===== src/hdl/net_bounding_box_wirelength_unit_defines.svh =====
// Assertion macros for the net bounding-box wirelength unit.
// No dependencies; included by the top level only.
`ifndef NET_BOUNDING_BOX_WIRELENGTH_UNIT_DEFINES_SVH
`define NET_BOUNDING_BOX_WIRELENGTH_UNIT_DEFINES_SVH

// Implication checked on every edge outside reset.
`define NBBW_ASSERT_IMPL(label, ante, cons, msg) \
    label: assert property (@(posedge i_clk) disable iff (!i_rst_n) \
        (ante) |-> (cons)) else $error(msg);

// Implication checked on every edge, reset included.
`define NBBW_ASSERT_ALWAYS(label, ante, cons, msg) \
    label: assert property (@(posedge i_clk) (ante) |-> (cons)) else $error(msg);

`endif


===== src/hdl/nbbw_pkg.sv =====
// Shared types and constants of the net bounding-box wirelength unit.
// No dependencies.
package nbbw_pkg;

    localparam int unsigned COORD_W        = 32;
    localparam int unsigned WEIGHT_W       = 16;
    localparam int unsigned WEIGHT_FRAC    = 8;
    localparam int unsigned PROD_W         = COORD_W + WEIGHT_W;
    localparam int unsigned ADD_W          = PROD_W - WEIGHT_FRAC + 1;
    localparam int unsigned COUNT_BITS_DEF = 10;
    localparam int unsigned COST_BITS_DEF  = 48;
    localparam logic [WEIGHT_W-1:0] WEIGHT_RESET = 16'd256;

    // Per-axis update control for one accepted pin.
    typedef struct packed {
        logic take;   // pin grows the box
        logic first;  // no pin of this net taken yet
        logic clear;  // net ends, return box state to zero
    } t_axis_ctl;

endpackage


===== src/hdl/net_bounding_box_wirelength_unit.sv =====
// Net bounding-box wirelength unit: top level with pin intake and box tracking.
// Depends on nbbw_pkg, nbbw_axis, nbbw_cost and the assertion macro header.
//
// Usage:
//   Input channel (i_valid / o_stall) carries one pin per request: x, y,
//   pin_skip, net_skip, last_pin, restart. A request is taken at an edge
//   with i_valid high and o_stall low. Pins of one net come back to back;
//   last_pin marks the end of the net.
//   Output channel (o_valid / i_stall) carries one request per net whose last
//   pin is not net-skipped: box, edge counts, width, height, running cost and
//   box_valid. It is taken at an edge with o_valid high and i_stall low.
//   Throughput: one pin per cycle, sustained while o_stall is low, including nets of one pin.
//   Pipeline: five register stages (box capture at the edge that takes a net's
//   last pin, extent, 16x32 multiply, net cost, saturating accumulate/output);
//   o_valid rises when the result enters the output stage.
//   Stall: i_stall holds the output register; the pipeline keeps filling
//   behind it and o_stall rises once the box capture stage can not move.
//   Reset (synchronous, i_rst_n low): pipeline empties, box state and the
//   running cost go to zero, vertical weight returns to 1.0 (Q8.8 256).
//   Configuration: i_cfg_we writes the vertical weight; write it idle only.
`include "net_bounding_box_wirelength_unit_defines.svh"

module net_bounding_box_wirelength_unit #(
    parameter int unsigned COUNT_BITS = nbbw_pkg::COUNT_BITS_DEF,
    parameter int unsigned COST_BITS  = nbbw_pkg::COST_BITS_DEF
) (
    input  logic                                 i_clk,
    input  logic                                 i_rst_n,
    input  logic                                 i_cfg_we,
    input  logic [nbbw_pkg::WEIGHT_W-1:0]        i_cfg_wdata,
    input  logic                                 i_valid,
    output logic                                 o_stall,
    input  logic signed [nbbw_pkg::COORD_W-1:0]  i_pin_x,
    input  logic signed [nbbw_pkg::COORD_W-1:0]  i_pin_y,
    input  logic                                 i_pin_skip,
    input  logic                                 i_net_skip,
    input  logic                                 i_last_pin,
    input  logic                                 i_restart,
    output logic                                 o_valid,
    input  logic                                 i_stall,
    output logic signed [nbbw_pkg::COORD_W-1:0]  o_box_xmin,
    output logic signed [nbbw_pkg::COORD_W-1:0]  o_box_xmax,
    output logic signed [nbbw_pkg::COORD_W-1:0]  o_box_ymin,
    output logic signed [nbbw_pkg::COORD_W-1:0]  o_box_ymax,
    output logic [COUNT_BITS-1:0]                o_left_count,
    output logic [COUNT_BITS-1:0]                o_right_count,
    output logic [COUNT_BITS-1:0]                o_bottom_count,
    output logic [COUNT_BITS-1:0]                o_top_count,
    output logic [nbbw_pkg::COORD_W-1:0]         o_half_width,
    output logic [nbbw_pkg::COORD_W-1:0]         o_half_height,
    output logic [COST_BITS-1:0]                 o_total_cost,
    output logic                                 o_box_valid
);
    import nbbw_pkg::*;

    logic [WEIGHT_W-1:0] r_weight;

    // intake control
    logic      accept, take, res_in, free_a, cost_free;
    t_axis_ctl axis_ctl;
    logic      r_have_pin, n_have_pin;
    logic      r_rst_pend, n_rst_pend;

    // next box values from the axis trackers
    logic signed [COORD_W-1:0] xmin_n, xmax_n, ymin_n, ymax_n;
    logic [COUNT_BITS-1:0]     left_n, right_n, bottom_n, top_n;

    // box capture stage
    logic                      r_a_vld, r_a_rst, r_a_bvld;
    logic signed [COORD_W-1:0] r_a_xmin, r_a_xmax, r_a_ymin, r_a_ymax;
    logic [4*COUNT_BITS-1:0]   r_a_cnt;

    // take a request whenever the capture stage is empty or draining
    assign free_a  = !r_a_vld || cost_free;
    assign o_stall = !free_a;
    assign accept  = i_valid && free_a;

    // a net-skip flag drops its own pin; on a last pin it also drops the net's result
    assign take   = accept && !i_pin_skip && !i_net_skip;
    assign res_in = accept && i_last_pin && !i_net_skip;

    assign axis_ctl = '{take: take, first: !r_have_pin, clear: accept && i_last_pin};

    assign n_have_pin = (accept && i_last_pin) ? 1'b0 : (take ? 1'b1 : r_have_pin);

    // hold a restart seen on a request without result until the next result
    always_comb begin
        n_rst_pend = r_rst_pend;
        if (accept) begin
            n_rst_pend = res_in ? 1'b0 : (r_rst_pend || i_restart);
        end
    end

    nbbw_axis #(
        .COUNT_BITS (COUNT_BITS)
    ) u_axis_x (
        .i_clk      (i_clk),
        .i_rst_n    (i_rst_n),
        .i_ctl      (axis_ctl),
        .i_coord    (i_pin_x),
        .o_min_n    (xmin_n),
        .o_max_n    (xmax_n),
        .o_lo_cnt_n (left_n),
        .o_hi_cnt_n (right_n)
    );

    nbbw_axis #(
        .COUNT_BITS (COUNT_BITS)
    ) u_axis_y (
        .i_clk      (i_clk),
        .i_rst_n    (i_rst_n),
        .i_ctl      (axis_ctl),
        .i_coord    (i_pin_y),
        .o_min_n    (ymin_n),
        .o_max_n    (ymax_n),
        .o_lo_cnt_n (bottom_n),
        .o_hi_cnt_n (top_n)
    );

    always_ff @(posedge i_clk) begin
        if (!i_rst_n) begin
            r_weight   <= WEIGHT_RESET;
            r_have_pin <= 1'b0;
            r_rst_pend <= 1'b0;
            r_a_vld    <= 1'b0;
        end else begin
            if (i_cfg_we) begin
                r_weight <= i_cfg_wdata;
            end
            r_have_pin <= n_have_pin;
            r_rst_pend <= n_rst_pend;
            if (free_a) begin
                r_a_vld <= res_in;
            end
        end
    end

    // capture the finished box; an empty net reads all zero here
    always_ff @(posedge i_clk) begin
        if (res_in) begin
            r_a_rst  <= i_restart || r_rst_pend;
            r_a_bvld <= r_have_pin || take;
            r_a_xmin <= xmin_n;
            r_a_xmax <= xmax_n;
            r_a_ymin <= ymin_n;
            r_a_ymax <= ymax_n;
            r_a_cnt  <= {top_n, bottom_n, right_n, left_n};
        end
    end

    nbbw_cost #(
        .COUNT_BITS (COUNT_BITS),
        .COST_BITS  (COST_BITS)
    ) u_cost (
        .i_clk          (i_clk),
        .i_rst_n        (i_rst_n),
        .i_weight       (r_weight),
        .i_valid        (r_a_vld),
        .o_free         (cost_free),
        .i_restart      (r_a_rst),
        .i_box_valid    (r_a_bvld),
        .i_xmin         (r_a_xmin),
        .i_xmax         (r_a_xmax),
        .i_ymin         (r_a_ymin),
        .i_ymax         (r_a_ymax),
        .i_counts       (r_a_cnt),
        .o_valid        (o_valid),
        .i_stall        (i_stall),
        .o_box_xmin     (o_box_xmin),
        .o_box_xmax     (o_box_xmax),
        .o_box_ymin     (o_box_ymin),
        .o_box_ymax     (o_box_ymax),
        .o_left_count   (o_left_count),
        .o_right_count  (o_right_count),
        .o_bottom_count (o_bottom_count),
        .o_top_count    (o_top_count),
        .o_half_width   (o_half_width),
        .o_half_height  (o_half_height),
        .o_total_cost   (o_total_cost),
        .o_box_valid    (o_box_valid)
    );

    // empty net carries a zero box
    `NBBW_ASSERT_IMPL(a_empty_net_zero, o_valid && !o_box_valid, o_half_width == '0 && o_half_height == '0 && o_left_count == '0 && o_top_count == '0, "empty net with nonzero box")
    // real box is ordered, width matches, left and bottom edges hold a pin
    `NBBW_ASSERT_IMPL(a_box_sane, o_valid && o_box_valid, o_box_xmin <= o_box_xmax && o_box_ymin <= o_box_ymax && o_half_width == COORD_W'(o_box_xmax - o_box_xmin) && o_left_count != '0 && o_bottom_count != '0, "inconsistent net box")
    // stall only with a full capture stage
    `NBBW_ASSERT_IMPL(a_stall_needs_full, o_stall, r_a_vld, "stall with empty capture stage")
    // reset clears result and cost
    `NBBW_ASSERT_ALWAYS(a_reset_clears, $past(!i_rst_n), !o_valid && o_total_cost == '0, "reset left state behind")

endmodule


===== src/hdl/nbbw_axis.sv =====
// One axis of the bounding-box tracker: min/max edges and edge pin counts.
// Depends on nbbw_pkg.
module nbbw_axis #(
    parameter int unsigned COUNT_BITS = nbbw_pkg::COUNT_BITS_DEF
) (
    input  logic                                     i_clk,
    input  logic                                     i_rst_n,
    input  nbbw_pkg::t_axis_ctl                      i_ctl,
    input  logic signed [nbbw_pkg::COORD_W-1:0]      i_coord,
    output logic signed [nbbw_pkg::COORD_W-1:0]      o_min_n,
    output logic signed [nbbw_pkg::COORD_W-1:0]      o_max_n,
    output logic        [COUNT_BITS-1:0]             o_lo_cnt_n,
    output logic        [COUNT_BITS-1:0]             o_hi_cnt_n
);
    import nbbw_pkg::*;

    logic signed [COORD_W-1:0] r_min, r_max, n_min, n_max;
    logic [COUNT_BITS-1:0]     r_lo, r_hi, n_lo, n_hi, lo_inc, hi_inc;

    assign lo_inc = (&r_lo) ? r_lo : r_lo + COUNT_BITS'(1);
    assign hi_inc = (&r_hi) ? r_hi : r_hi + COUNT_BITS'(1);

    always_comb begin
        n_min = r_min;
        n_max = r_max;
        n_lo  = r_lo;
        n_hi  = r_hi;
        if (i_ctl.take) begin
            if (i_ctl.first) begin
                n_min = i_coord;
                n_max = i_coord;
                n_lo  = COUNT_BITS'(1);
                n_hi  = COUNT_BITS'(1);
            end else if (i_coord < r_min) begin
                n_min = i_coord;
                n_lo  = COUNT_BITS'(1);
            end else if (i_coord == r_min) begin
                // a pin on both edges bumps both counts
                n_lo = lo_inc;
                if (i_coord == r_max) begin
                    n_hi = hi_inc;
                end
            end else if (i_coord > r_max) begin
                n_max = i_coord;
                n_hi  = COUNT_BITS'(1);
            end else if (i_coord == r_max) begin
                n_hi = hi_inc;
            end
        end
    end

    always_ff @(posedge i_clk) begin
        if (!i_rst_n || i_ctl.clear) begin
            r_min <= '0;
            r_max <= '0;
            r_lo  <= '0;
            r_hi  <= '0;
        end else begin
            r_min <= n_min;
            r_max <= n_max;
            r_lo  <= n_lo;
            r_hi  <= n_hi;
        end
    end

    assign o_min_n    = n_min;
    assign o_max_n    = n_max;
    assign o_lo_cnt_n = n_lo;
    assign o_hi_cnt_n = n_hi;

endmodule


===== src/hdl/nbbw_cost.sv =====
// Cost pipeline: extent, weighted multiply, net cost, saturating running sum.
// Depends on nbbw_pkg.
module nbbw_cost #(
    parameter int unsigned COUNT_BITS = nbbw_pkg::COUNT_BITS_DEF,
    parameter int unsigned COST_BITS  = nbbw_pkg::COST_BITS_DEF
) (
    input  logic                                 i_clk,
    input  logic                                 i_rst_n,
    input  logic [nbbw_pkg::WEIGHT_W-1:0]        i_weight,
    input  logic                                 i_valid,
    output logic                                 o_free,
    input  logic                                 i_restart,
    input  logic                                 i_box_valid,
    input  logic signed [nbbw_pkg::COORD_W-1:0]  i_xmin,
    input  logic signed [nbbw_pkg::COORD_W-1:0]  i_xmax,
    input  logic signed [nbbw_pkg::COORD_W-1:0]  i_ymin,
    input  logic signed [nbbw_pkg::COORD_W-1:0]  i_ymax,
    input  logic [4*COUNT_BITS-1:0]              i_counts,
    output logic                                 o_valid,
    input  logic                                 i_stall,
    output logic signed [nbbw_pkg::COORD_W-1:0]  o_box_xmin,
    output logic signed [nbbw_pkg::COORD_W-1:0]  o_box_xmax,
    output logic signed [nbbw_pkg::COORD_W-1:0]  o_box_ymin,
    output logic signed [nbbw_pkg::COORD_W-1:0]  o_box_ymax,
    output logic [COUNT_BITS-1:0]                o_left_count,
    output logic [COUNT_BITS-1:0]                o_right_count,
    output logic [COUNT_BITS-1:0]                o_bottom_count,
    output logic [COUNT_BITS-1:0]                o_top_count,
    output logic [nbbw_pkg::COORD_W-1:0]         o_half_width,
    output logic [nbbw_pkg::COORD_W-1:0]         o_half_height,
    output logic [COST_BITS-1:0]                 o_total_cost,
    output logic                                 o_box_valid
);
    import nbbw_pkg::*;

    localparam int unsigned SUM_W = ((COST_BITS > ADD_W) ? COST_BITS : ADD_W) + 1;
    localparam logic [SUM_W-1:0] CMAX = SUM_W'({COST_BITS{1'b1}});

    typedef struct packed {
        logic                      rst;
        logic                      bvld;
        logic signed [COORD_W-1:0] xmin;
        logic signed [COORD_W-1:0] xmax;
        logic signed [COORD_W-1:0] ymin;
        logic signed [COORD_W-1:0] ymax;
        logic [4*COUNT_BITS-1:0]   cnt;
    } t_box;

    t_box in_box;
    t_box r_b_box, r_c_box, r_d_box, r_o_box;
    logic r_b_vld, r_c_vld, r_d_vld, r_o_vld;
    logic free_b, free_c, free_d, free_o;

    logic [COORD_W-1:0] r_b_w, r_b_h, r_c_w, r_o_w, r_o_h, r_c_h, r_d_w, r_d_h;
    logic [PROD_W-1:0]  r_c_prod;
    logic [ADD_W-1:0]   r_d_add;
    logic [COST_BITS-1:0] r_cost, n_cost, base;
    logic [SUM_W-1:0]   sum;

    assign in_box = '{rst: i_restart, bvld: i_box_valid, xmin: i_xmin, xmax: i_xmax,
                      ymin: i_ymin, ymax: i_ymax, cnt: i_counts};

    // each stage moves when the one after it is empty or moving
    assign free_o = !r_o_vld || !i_stall;
    assign free_d = !r_d_vld || free_o;
    assign free_c = !r_c_vld || free_d;
    assign free_b = !r_b_vld || free_c;
    assign o_free = free_b;

    // saturating running cost; restart zeroes the base first
    assign base   = r_d_box.rst ? '0 : r_cost;
    assign sum    = SUM_W'(base) + SUM_W'(r_d_add);
    assign n_cost = (sum > CMAX) ? {COST_BITS{1'b1}} : sum[COST_BITS-1:0];

    always_ff @(posedge i_clk) begin
        if (!i_rst_n) begin
            r_b_vld <= 1'b0;
            r_c_vld <= 1'b0;
            r_d_vld <= 1'b0;
            r_o_vld <= 1'b0;
            r_cost  <= '0;
        end else begin
            if (free_b) begin
                r_b_vld <= i_valid;
            end
            if (free_c) begin
                r_c_vld <= r_b_vld;
            end
            if (free_d) begin
                r_d_vld <= r_c_vld;
            end
            if (free_o) begin
                r_o_vld <= r_d_vld;
                if (r_d_vld) begin
                    r_cost <= n_cost;
                end
            end
        end
    end

    always_ff @(posedge i_clk) begin
        if (free_b && i_valid) begin
            r_b_box <= in_box;
            r_b_w   <= COORD_W'(i_xmax - i_xmin);
            r_b_h   <= COORD_W'(i_ymax - i_ymin);
        end
        if (free_c && r_b_vld) begin
            r_c_box  <= r_b_box;
            r_c_w    <= r_b_w;
            r_c_h    <= r_b_h;
            r_c_prod <= PROD_W'(i_weight) * PROD_W'(r_b_h);
        end
        if (free_d && r_c_vld) begin
            r_d_box <= r_c_box;
            r_d_w   <= r_c_w;
            r_d_h   <= r_c_h;
            r_d_add <= ADD_W'(r_c_w) + ADD_W'(r_c_prod[PROD_W-1:WEIGHT_FRAC]);
        end
        if (free_o && r_d_vld) begin
            r_o_box <= r_d_box;
            r_o_w   <= r_d_w;
            r_o_h   <= r_d_h;
        end
    end

    assign o_valid        = r_o_vld;
    assign o_box_xmin     = r_o_box.xmin;
    assign o_box_xmax     = r_o_box.xmax;
    assign o_box_ymin     = r_o_box.ymin;
    assign o_box_ymax     = r_o_box.ymax;
    assign o_left_count   = r_o_box.cnt[0*COUNT_BITS +: COUNT_BITS];
    assign o_right_count  = r_o_box.cnt[1*COUNT_BITS +: COUNT_BITS];
    assign o_bottom_count = r_o_box.cnt[2*COUNT_BITS +: COUNT_BITS];
    assign o_top_count    = r_o_box.cnt[3*COUNT_BITS +: COUNT_BITS];
    assign o_half_width   = r_o_w;
    assign o_half_height  = r_o_h;
    assign o_total_cost   = r_cost;
    assign o_box_valid    = r_o_box.bvld;

endmodule


===== config.mk =====
export PLATFORM = sky130hd
export DESIGN_NAME = net_bounding_box_wirelength_unit
export DESIGN_NICKNAME = d
export VERILOG_FILES = /design/src/hdl/nbbw_pkg.sv /design/src/hdl/net_bounding_box_wirelength_unit.sv /design/src/hdl/nbbw_axis.sv /design/src/hdl/nbbw_cost.sv
export VERILOG_INCLUDE_DIRS = /design/src /design/src/hdl
export SDC_FILE = /design/constraint.sdc
export NUM_CORES = 2
export LEC_CHECK = 0
export ABC_AREA = 0
export BUFFER_PORTS_ARGS = -buffer_cell sky130_fd_sc_hd__buf_2
export CAP_MARGIN = 0
export CORE_MARGIN = 4
export CORE_UTILIZATION = 29
export DETAILED_ROUTE_END_ITERATION = 12
export HOLD_SLACK_MARGIN = 0.02
export RECOVER_POWER = 25
export SYNTH_ARGS = -nofsm -noshare
export SYNTH_HDL_FRONTEND = slang
export SYNTH_SLANG_ARGS = --single-unit

===== constraint.sdc =====
create_clock -name i_clk -period 20.8 [get_ports i_clk]
set_input_delay 2.08 -clock i_clk [delete_from_list [all_inputs] [get_ports i_clk]]
set_output_delay 2.08 -clock i_clk [all_outputs]
set_load 0.05 [all_outputs]

==> impl.org <==
** Setup path
- Counting stages on the worst path, the most repeated cell is fa_1.
- Setup slack on the worst reg-to-reg path comes out at 13.29 ns.
- STA classifies the critical path startpoint as a flip-flop.
- Crit path DAT :: 8.07 ns
- In this run the critical register-to-register path is captured at u_cost.r_c_prod[42].
- Kind of capture point of the worst setup path :: flip-flop
- Among all stages on the critical path, the largest delay is contributed by dfxtp_2.
- In this run the worst path has a maximum fanout of 33.
- Series of cell instances along the critical path :: nand2_1, fa_1, inv_1, fa_1, fa_1, fa_1, fa_1, inv_1, fa_1, inv_1, ha_1, a21oi_1, o2bb2ai_1, a211oi_1, a31oi_1, o31ai_1, a311oi_1, o21ai_0, a21oi_1, xnor2_1
- Tracing the worst setup path back leads to its startpoint at r_weight[10].
- STA puts the critical path data required time at between 20 and 25 ns.
- Delay of the slowest cell on the worst path :: 0.92 ns
- The worst register-to-register path begins at r_weight[10].
- On the critical path the largest part of the delay comes from adder cells.
- Counting both buffers and inverters, the worst setup path holds a total of 3.
- Measured in cells, the most critical reg-to-reg path has a length of 20.
- The worst setup path is of the reg2reg kind.

** Clock tree
- The tree is rooted in a clkbuf_16.
- Sink count of the clock tree :: between 1000 and 1500
- For this design, the CTS-stage hold fixing added 0 buffers.
- TritonCTS clock tree :: yes
- In this run the number of H-tree levels came out at 4.
- Setup fix buffers added after clock tree synthesis :: 0
- Once the clock tree was built, the resizer swapped 0 gates to a different size.
- TritonCTS buffer count :: 163
- Clock slew at the register clock pins of the worst setup and hold paths :: 0.07 ns
- The longest clock path from root to sink contains 3 buffers.
- Clock latency at the later pin of the worst-skew pair :: 0.83 ns

** Placement
- Post-placement cell count :: slightly above 9000
- The congestion estimate from routability-driven global placement came to 0.855.
- Detailed placement finished with a half-perimeter wire length of 139000 um.
- Count of buffers inserted at the top-level ports :: 371

** Worst hold path
- Start point of the worst min-delay path :: u_cost.r_b_box[84]
- The path with the worst hold slack has its endpoint at u_cost.r_c_box[84].
- Along the worst hold path, the cell count comes to 0.
- The tightest min-delay check is of the reg2reg type.

** Route
- After detailed routing, the number of remaining DRC violations is 0.
- Total number of vias :: 43500
- Final wirelength :: 192000 um
- Detailed-route vias per instance :: 4.61
- Wirelength per Cell :: 20.3 um
- After the first detailed-routing iteration, the DRC count stood at 3018.
- Count of TritonRoute iterations in the first routing pass :: 5
- The count of nets left with antenna violations once routing finished came out at 0.

** Timing
- On the final layout, the worst clock skew is between 0.05 and 0.06 ns.
- Period Utilization, post-route :: 0.361
- For the pin with the worst max-slew slack, the measured transition is between 1 and 1.5 ns.
- Unrepaired setup endpoints after global routing :: no
- Measured against its own limit, the worst slew margin works out to 0.147.
- Derived from the worst setup path, the maximum achievable clock frequency is between 100 and 150 MHz.
- Setup TNS :: 0 ns
- The final hold violation count came to 0.
- Number of failing setup endpoints in the final timing report :: 0
- Final worst path period need :: 7.51 ns
- Max-slew violation count :: 0

** Floorplanning
- The die covers 256000 sq um.
- Effective utilization at floorplan :: 0.292
- Die boundary width :: 506 um
- The core region is between 200000 and 250000 sq um.
- roughly 370 I/O pins were placed.
- From bottom edge to top edge, the die measures 506 um.
- Row count :: 182

** Pwr
- VDD sags by at most 0.0000804 V.
- Summed over all cells, the static leakage comes to 32.2 nW.
- Post-layout power :: roughly 7.7 mW
- Power density relative to cell area :: 92.5 nW/um^2

** Synthesis
- Sequential element share of the synthesized area :: 0.561
- Yosys warns :: 0
- The synthesized design contains 1425 register bits.
- Adder-cell area share of the yosys netlist :: 0.184
- After synthesis the cells add up to 72000 sq um.
- Share of synthesized area spent on multiplexers :: 0.0213
- Of the total synthesized cell area, the portion taken by XOR and XNOR cells is 0.0215.
- EDFF count, synth :: 1186
- Of the total synthesized cell area, the portion taken by AND, OR, NAND and NOR gates is 0.0969.
- Distinct cell type count of the synthesized netlist :: between 80 and 90
- Dominant synthesized flop cell :: edfxtp_1
- Cell count after synthesis :: around 5600
- Average cell area after synthesis :: 12.9 sq um
- Dominant combinational cell family by area after synthesis :: adder cells
- Net count of the mapped netlist :: 6457
- Post-synthesis compound-gate area fraction :: 0.0695
- Share of synthesized registers carrying an async set or reset :: 0

** Global route
- Entering global routing, the biggest net connects 72 pins.
- After global routing the overflow that remains totals 0.
- First-pass GRT wire length :: 289000 um
- The via count of the first global-routing pass is 45200.
- For this run, the total global-route usage over all layers was measured as 0.149.
- The number of antenna violations at the first check in global routing came to 43.

** Status
- The flow ran to the end, and the final reports show no timing, DRC or antenna violations.

** Layout
- Final core area utilization :: 0.339
- At the end of the flow, the number of nets in the layout was 6869.
- For this run, the number of standard cells in the final layout without fillers is between 9000 and 10000.
- Synth-to-Final Area Change :: 16.0%
- Layout cells sized above 1 :: 0.134

** Flow run
- Max-cap violation count :: 0
## sequential cells by signal (all words and copies together) (netlist names), 40 cells and up
| name | count |
|---|---|
| u_cost.r_d_add | 41 |
| u_cost.o_total_cost | 48 |
| u_cost.r_c_box | 170 |
| u_cost.r_c_prod | 40 |
| u_cost.r_b_box | 170 |
| r_a_cnt | 40 |
| u_cost.r_d_box | 170 |
## per-stage QoR
step / worst slack, ns / hold slack [ns] / instance area [sq um]
floorplan: 0.524 / 0.400 / 72000
global placement: 13.46 / 0.401 / 77800
detailed placement: 13.29 / 0.405 / 77800
CTS: 13.28 / 0.385 / 83500
global route: 12.70 / 0.397 / 83500
finish: 13.29 / 0.393 / 83500
## cell usage after synthesis (all sizes together) (73+ instances only)
| cell | n | area [sq um] |
|---|---|---|
| xnor2 | 117 | 1020 |
| dfxtp | 239 | 4780 |
| edfxtp | 1186 | 35600 |
| nor2 | 194 | 736 |
| nand3 | 75 | 375 |
| clkbuf | 156 | 586 |
| o21ai | 172 | 861 |
| nor2b | 73 | 457 |
| a21oi | 227 | 1150 |
| nand2 | 474 | 1780 |
| a21o | 122 | 916 |
| mux2 | 99 | 1340 |
| fa | 421 | 8430 |
| inv | 698 | 2620 |
| and2 | 356 | 2230 |
| ha | 384 | 4800 |
## layout by cell type, fill, tap and decap left out, drive strengths merged, types with 34 or more instances in the layout
| master | Yosys | routed |
|---|---|---|
| fa | 421 | 421 |
| and3 | 34 | 34 |
| nand2 | 474 | 474 |
| edfxtp | 1186 | 1186 |
| nor2b | 73 | 73 |
| nand4 | 55 | 55 |
| nor2 | 194 | 194 |
| mux2 | 99 | 99 |
| nor3 | 57 | 57 |
| nand3 | 75 | 75 |
| o21ai | 172 | 172 |
| ha | 384 | 384 |
| and2 | 356 | 356 |
| buf | 16 | 419 |
| clkbuf | 156 | 198 |
| xor2 | 60 | 60 |
| a21o | 122 | 122 |
| a21oi | 227 | 227 |
| inv | 698 | 703 |
| dfxtp | 239 | 239 |
| clkinv | 0 | 72 |
| xnor2 | 117 | 117 |
| o21a | 38 | 38 |
## cell families after synthesis
| group | Yosys count |
|---|---|
| simple gates | 1394 |
| buf+inv | 870 |
| flops | 1425 |
| xor+xnor | 177 |
| compound gates | 774 |
| fa+ha+maj | 805 |
| mux | 118 |
## how the worst max path moves through the flow
stage | end | cells past startpoint
2_1_floorplan | u_cost.r_b_box[0] | 3
3_3_place_gp | u_cost.r_c_prod[42] | 20
3_5_place_dp | u_cost.r_c_prod[44] | 20
4_1_cts | u_cost.r_c_prod[42] | 20
5_1_grt | u_cost.r_c_prod[42] | 20
6_report | u_cost.r_c_prod[42] | 20
## metal layers
layer,GRT usage,routed length [um],up-vias,part of all wire
met2,0.236,87800,1309,0.46
met4,0.0475,6020,18,0.031
met1,0.206,87600,21900,0.46
met3,0.0263,10300,321,0.054
met5,0,99,-,0.00052
li1,-,-,20000,-
## where the power goes
group | internal [mW] | switching [mW]
combinational | 0.602 | 0.908
clock | 1.79 | 1.22
sequential | 3.18 | 0.0363
## layout make-up
class / count / area, sq um
inverter: 698 / 2620
timing repair buffer: 419 / 2220
multi-input combinational: 3268 / 28400
clock buffer: 198 / 4320
fill: 24100 / 163000
tap: 3312 / 4140
sequential: 1425 / 40400
antenna: 15 / 37.5
clock inverter: 108 / 1400
Power figures use the tool's default switching activity.
